===== src/rtl/core/csrp_pkg.sv =====
// ----------------------------------------------------------------------------
// Cache set replacement policy package
// Geometry, row types, codes and reset rows shared by the replacement engine.
// ----------------------------------------------------------------------------
`default_nettype none

package csrp_pkg;

  localparam int SETS        = 1024;
  localparam int WAYS        = 16;
  localparam int ROW_W       = $clog2(SETS);
  localparam int POS_W       = $clog2(WAYS);
  localparam int SET_FIELD_W = 10;
  localparam int WAY_FIELD_W = 4;
  localparam int RRPV_W      = 2;

  localparam logic [RRPV_W-1:0] RRPV_MAX  = 2'd3;
  localparam logic [RRPV_W-1:0] RRPV_MISS = 2'd2;
  localparam logic [RRPV_W-1:0] RRPV_HIT  = 2'd0;

  typedef logic [WAYS-1:0][POS_W-1:0]  lru_row_t;
  typedef logic [WAYS-1:0][RRPV_W-1:0] rrpv_row_t;

  typedef enum logic {
    CMD_QUERY  = 1'b0,
    CMD_UPDATE = 1'b1
  } cmd_t;

  typedef enum logic {
    POLICY_LRU   = 1'b0,
    POLICY_SRRIP = 1'b1
  } policy_t;

  typedef enum logic [1:0] {
    ST_CLEAR = 2'd0,
    ST_IDLE  = 2'd1,
    ST_EXEC  = 2'd2
  } state_t;

  typedef struct packed {
    cmd_t                   command;
    logic [WAY_FIELD_W-1:0] way;
    logic                   hit;
  } req_t;

  typedef struct packed {
    lru_row_t               lru_row;
    logic                   lru_we;
    rrpv_row_t              rrpv_row;
    logic                   rrpv_we;
    logic [WAY_FIELD_W-1:0] victim;
  } row_result_t;

  function automatic lru_row_t lru_reset_row();
    lru_row_t row;
    for (int w = 0; w < WAYS; w++) begin
      row[w] = POS_W'(w);
    end
    return row;
  endfunction

  function automatic rrpv_row_t rrpv_reset_row();
    rrpv_row_t row;
    for (int w = 0; w < WAYS; w++) begin
      row[w] = RRPV_MAX;
    end
    return row;
  endfunction

endpackage

`default_nettype wire


===== src/rtl/core/csrp_row_logic.sv =====
// ----------------------------------------------------------------------------
// Cache set replacement policy row logic
// Picks the victim and builds the written-back row for one set under LRU or
// SRRIP, comparing all ways of the row in parallel.
// ----------------------------------------------------------------------------
`default_nettype none

module csrp_row_logic
  import csrp_pkg::*;
(
  input  var policy_t     policy,
  input  var req_t        req,
  input  var lru_row_t    lru_row,
  input  var rrpv_row_t   rrpv_row,
  output row_result_t     result
);

  always_comb begin
    logic [POS_W-1:0]       way_idx;
    logic                   way_ok;
    logic [POS_W-1:0]       cur;
    logic [WAYS-1:0]        hi_bits;
    logic [WAYS-1:0]        lo_bits;
    logic [WAYS-1:0]        both_bits;
    logic [RRPV_W-1:0]      top;
    logic [RRPV_W-1:0]      age;
    rrpv_row_t              aged;
    rrpv_row_t              rrpv_set;
    lru_row_t               lru_touched;
    logic [WAY_FIELD_W-1:0] lru_victim;
    logic [WAY_FIELD_W-1:0] rrip_victim;

    way_idx = POS_W'(req.way);
    way_ok  = {1'b0, req.way} < (WAY_FIELD_W + 1)'(WAYS);
    cur     = lru_row[way_idx];

    for (int w = 0; w < WAYS; w++) begin
      hi_bits[w]   = rrpv_row[w][1];
      lo_bits[w]   = rrpv_row[w][0];
      both_bits[w] = rrpv_row[w][1] & rrpv_row[w][0];
    end
    top[1] = |hi_bits;
    top[0] = top[1] ? |both_bits : |lo_bits;
    age    = RRPV_MAX - top;

    for (int w = 0; w < WAYS; w++) begin
      aged[w] = rrpv_row[w] + age;
      lru_touched[w] = (lru_row[w] < cur) ? lru_row[w] + POS_W'(1) : lru_row[w];
    end
    lru_touched[way_idx] = '0;

    rrpv_set          = rrpv_row;
    rrpv_set[way_idx] = req.hit ? RRPV_HIT : RRPV_MISS;

    lru_victim  = '0;
    rrip_victim = '0;
    for (int w = WAYS - 1; w >= 0; w--) begin
      if (lru_row[w] == POS_W'(WAYS - 1)) begin
        lru_victim = WAY_FIELD_W'(w);
      end
      if (aged[w] == RRPV_MAX) begin
        rrip_victim = WAY_FIELD_W'(w);
      end
    end

    result.lru_row  = lru_row;
    result.lru_we   = 1'b0;
    result.rrpv_row = rrpv_row;
    result.rrpv_we  = 1'b0;
    result.victim   = '0;

    unique case (req.command)
      CMD_QUERY: begin
        if (policy == POLICY_LRU) begin
          result.victim = lru_victim;
        end else begin
          result.victim   = rrip_victim;
          result.rrpv_row = aged;
          result.rrpv_we  = 1'b1;
        end
      end
      CMD_UPDATE: begin
        if (way_ok) begin
          if (policy == POLICY_LRU) begin
            result.lru_row = lru_touched;
            result.lru_we  = 1'b1;
          end else begin
            result.rrpv_row = rrpv_set;
            result.rrpv_we  = 1'b1;
          end
        end
      end
      default: begin
        result.victim = '0;
      end
    endcase
  end

endmodule

`default_nettype wire


===== config.mk =====
export PLATFORM = sky130hd
export DESIGN_NAME = csrp_row_logic
export DESIGN_NICKNAME = d
export VERILOG_FILES = /design/src/rtl/core/csrp_pkg.sv /design/src/rtl/core/csrp_row_logic.sv
export SDC_FILE = /design/constraint.sdc
export NUM_CORES = 1
export LEC_CHECK = 0
export BUFFER_PORTS_ARGS = -buffer_cell sky130_fd_sc_hd__buf_4
export CORE_ASPECT_RATIO = 0.75
export CORE_MARGIN = 8
export CORE_UTILIZATION = 57
export DETAILED_ROUTE_END_ITERATION = 10
export PLACE_DENSITY = 0.95
export SLEW_MARGIN = 20
export SYNTH_ARGS = -nofsm -noshare
export SYNTH_HDL_FRONTEND = slang
export SYNTH_SLANG_ARGS = --single-unit

===== constraint.sdc =====
create_clock -name vclk -period 16.05
set_clock_uncertainty 0.2 [all_clocks]
set_input_delay 2.4075 -clock vclk [all_inputs]
set_output_delay 2.4075 -clock vclk [all_outputs]
set_load 0.005 [all_outputs]

Word level (Yosys, flattened, before mapping)
Index checks and enable logic that the tools add are counted.
- bits in registers: 0
- output and inout bits: 102
- logic and storage cells: 170
- input port bits: 103
- eq/ne operators: 32
- multiplexer cells: 64
- reductions and logical operators: 4
- add/subtract/negate cells: 33
- bitwise gates (word level): 19
- order comparisons: 18
- operator list (kind ; number):
    $mux 4 ; 52
    $mux 65 ; 2
    $mux 33 ; 2
    $pmux 33 s2 ; 1
    $add 4x1->4 const B ; 16
    $and 64x64->64 ; 1
    $eq 4x4->1 const B ; 16
    $lt 4x4->1 ; 16
    $not 64->64 ; 1
    $reduce_or 16->1 ; 3
    $add 2x2->2 ; 16
    $bwmux 32 ; 1
    $eq 2x2->1 const B ; 16
    $and 1x1->1 ; 16
    $bmux 4 s4 ; 1
    $demux 4 s4 ; 1
    $demux 2 s4 ; 1
    $lt 4x5->1 const B ; 1
    $ge 4x1->1 const B ; 1
    $mux 2 ; 2
    $sub 2x2->2 const A ; 1
    $logic_and 1x1->1 ; 1
    $mux 1 ; 1
    $not 1->1 ; 1

Longest topological paths before layout
- word-level depth: 24
- mapped depth: 15
- gate-level depth less buffers: 13

Worst setup path before layout
Ideal clock, no wire load.
- path type: input port to output port
- from: input rrpv_row[23] (netlist name)
- to: output result[1] (netlist name)
- arrival time: 6089 ps
- cell stages on the path: 12
- required time: 13442 ps
- buffers on the path: 2
- path slack: 7353 ps
- cells stage by stage: nor4_1 nand4_1 buf_2 buf_2 o21ai_0 ha_1 xor2_1 xnor2_1 a221oi_1 o31ai_1 a311o_1 a32o_1
- RTL lines (item ; RTL line ; text):
    from (decl) ; csrp_row_logic.sv:14 ; input var rrpv_row_t rrpv_row,
    to (decl) ; csrp_row_logic.sv:15 ; output row_result_t result

==> results.cfg <==
[floorplan]
core-area_um2 = 9620
die_area_um2 = 13300
floorplan.rows = 31
chipWidth_um = 131
die_h_um = 102
num_io_pins = 205
initial_utilization_pct = 58.4

[flow_run]
max_cap_check_violation_count = 0

[sta]
slew_viol_final = 0
rsz0062_at_grt = false
finalCriticalPeriod_ps = 9120
max_freq_mhz = 110
final_min_period_over_clock_period_pct = 56.8
finalSetupViolCount = 0
report.final.hold_viol_count = 0
finalWorstSetupSlack_ps = 6930
fin_tns_setup_ps = 0
max_slew.worst_pin.slew_ps = 1030
slew_headroom_pct = 30.7

[routing]
route.detailed.drc = 0
detail_route.vias_per_cell = 6.92
dr.first_iter.drc_count = 908
wl_per_cell_um = 20.9
routed-via-count = 7568
drt_first_pass_iters = 6
drt-total-wl_mm = 22.9
detail-route-antenna-nets = 0

[hold_path]
hold_path.class = input pin to output port

[placed_design]
hpwl_dp_mm = 18.5
dpl_worst_slack_ps = 7080
finalWeightedCongestion = 1.02
numPortBuffers = 205

[power_and_ir_drop]
power_frac_seq_pct = 0
power_density_nw_per_um2 = 37.6
ir_drop_uv = 26.4
p_sw_share_pct = 54.9
switching_power_mw = 0.149
cell_internal_power_mw = 0.122
comb_power_share_pct = 100.0
clkPwrFrac_pct = 0
p_leak_nw = 3.28
power_mw = 0.271

[yosys]
synth_most_common_cell = o21ai_0
synth_nets = 972
yosysSeqAreaShare_pct = 0
ys_top_cells_by_area = ha_1 (18%), o21ai_0 (11%), nand2_1 (5.9%)
synth_largest_area_cell = ha_1
synth_common_cells = o21ai_0 (120), nand2_1 (89), ha_1 (80)
ys.warnings.count = 0
post-synth-top-area-fraction_pct = 17.8
synthCells = 789
synthesis.area_per_instance_um2 = 7.12
synth.distinct_cells = 59
syn_area_um2 = 5620

[worst_setup_path]
critPathArrivalTime_ps = 6510
endpoint_kind = output port
startpoint_type = input pin
critPathMaxFanout = 23
cp.required_ps = 13440
timing.setup.critical_path_class = input pin to output port

[final_layout]
drive_above_1_share_pct = 26.0
nNetsFinal = 1147
count_of_clock_net_buffers_in_the_final_layout = 0
n_sequential_cell = 0
n_antenna_cell = 0
synthToLayoutAreaGrowth_pct = 28.1
nFillCells = 786
seqCellArea_um2 = 0

[grt]
number_of_global_route_vias_before_repair = 7028
maximum_number_of_pins_on_one_net_before_global_route_repair = 35
track_usage_pct = 32.5
antenna_found_initial = 0
global_route_wire_length_before_repair_mm = 35.6
globalRoute.totalOverflow = 0

[cts]
hold_buffer_count_at_cts = 0
cts_setup_buffers = 0
cts_resized = 0

[outcome]
status = complete, no violations
layout make-up:
type | count | area, µm² | share of cell area (%)
inverters | 14 | 52.6 | 0.730
multi-input cells | 738 | 5400 | 75.1
well taps | 132 | 165 | 2.29
repair buffers | 210 | 1580 | 21.9
metal layers:
metal,share of wire (%),GRT usage (%),vias to the layer above
met3,15,7.82,84
li1,-,-,3457
met1,40,44.0,3422
met2,42,49.0,605
met4,3.6,11.9,0
met5,0,0,-
power groups by stage:
stage,clock (mW),combinational (mW),sequential (mW)
global route,0,0.292,0
global placement,0,0.256,0
detailed placement,0,0.263,0
CTS,0,0.265,0
finish,0,0.271,0
floorplan,0,0.158,0
cell usage in the layout, fill, tap and decap left out, types with 4 or more instances in the layout:
| cell | Yosys | routed |
|---|---|---|
| nand3b_1 | 9 | 9 |
| a32o_1 | 16 | 16 |
| xnor2_1 | 14 | 14 |
| nor2b_1 | 5 | 4 |
| a22o_1 | 16 | 16 |
| or2b_1 | 5 | 5 |
| a311oi_1 | 25 | 25 |
| mux4_1 | 8 | 8 |
| o21ai_1 | 5 | 5 |
| or3_1 | 4 | 4 |
| inv_1 | 14 | 14 |
| nand2b_2 | 4 | 4 |
| mux4_2 | 12 | 12 |
| buf_4 | 2 | 210 |
| ha_1 | 80 | 80 |
| nand4_1 | 4 | 4 |
| a22oi_1 | 8 | 8 |
| a211oi_1 | 11 | 11 |
| o311a_1 | 4 | 4 |
| mux2i_1 | 4 | 4 |
| xor2_1 | 9 | 9 |
| nor3_1 | 9 | 9 |
| or2_2 | 7 | 7 |
| a41oi_4 | 4 | 4 |
| nand2b_1 | 25 | 25 |
| o21ai_0 | 120 | 120 |
| nor2_1 | 71 | 71 |
| nor4_1 | 9 | 9 |
| nand3_1 | 46 | 46 |
| nand2_1 | 89 | 89 |
| a21o_1 | 32 | 32 |
| and3_1 | 8 | 8 |
| a21oi_1 | 28 | 28 |
| and2_1 | 4 | 4 |
| a41oi_2 | 9 | 9 |
logic make-up after synthesis:
family / Yosys count / synth area share [%]
and+or+nand+nor: 308 / 26.8
AOI/OAI and AO/OA: 302 / 38.3
adders and majority gates: 80 / 17.8
buffers and inverters: 51 / 3.90
xor gates and xnor gates: 24 / 3.87
muxes: 24 / 9.26
critical path, cell delays in order:
cell	delay, ps
buf_4	140
nor4_1	500
and4_1	270
buf_4	280
or3_1	160
o21ai_0	370
buf_4	350
ha_1	250
xnor2_1	170
nand2b_1	130
mux2i_1	100
or3_1	400
a221oi_1	390
o2111ai_1	170
a32o_1	290
buf_4	140
through the flow:
stage	std cells	util, %	hold WS, ps	area (µm²)
2_1_floorplan	789	-	4690	5620
3_3_place_gp	1094	74.8	4930	7200
3_5_place_dp	1094	74.8	4930	7200
4_1_cts	1094	74.8	4930	7200
5_1_grt	1094	74.8	4950	7200
6_report	1094	74.8	4930	7200
path summary, 6_finish.rpt:
kind                    startpoint         end  slack [ps]  depth (start not counted)
worst max-delay path  rrpv_row[17]   result[0]        6930                         16
worst min-delay path   rrpv_row[7]  result[12]        4930                          3
(Power assumes the default switching activity.)
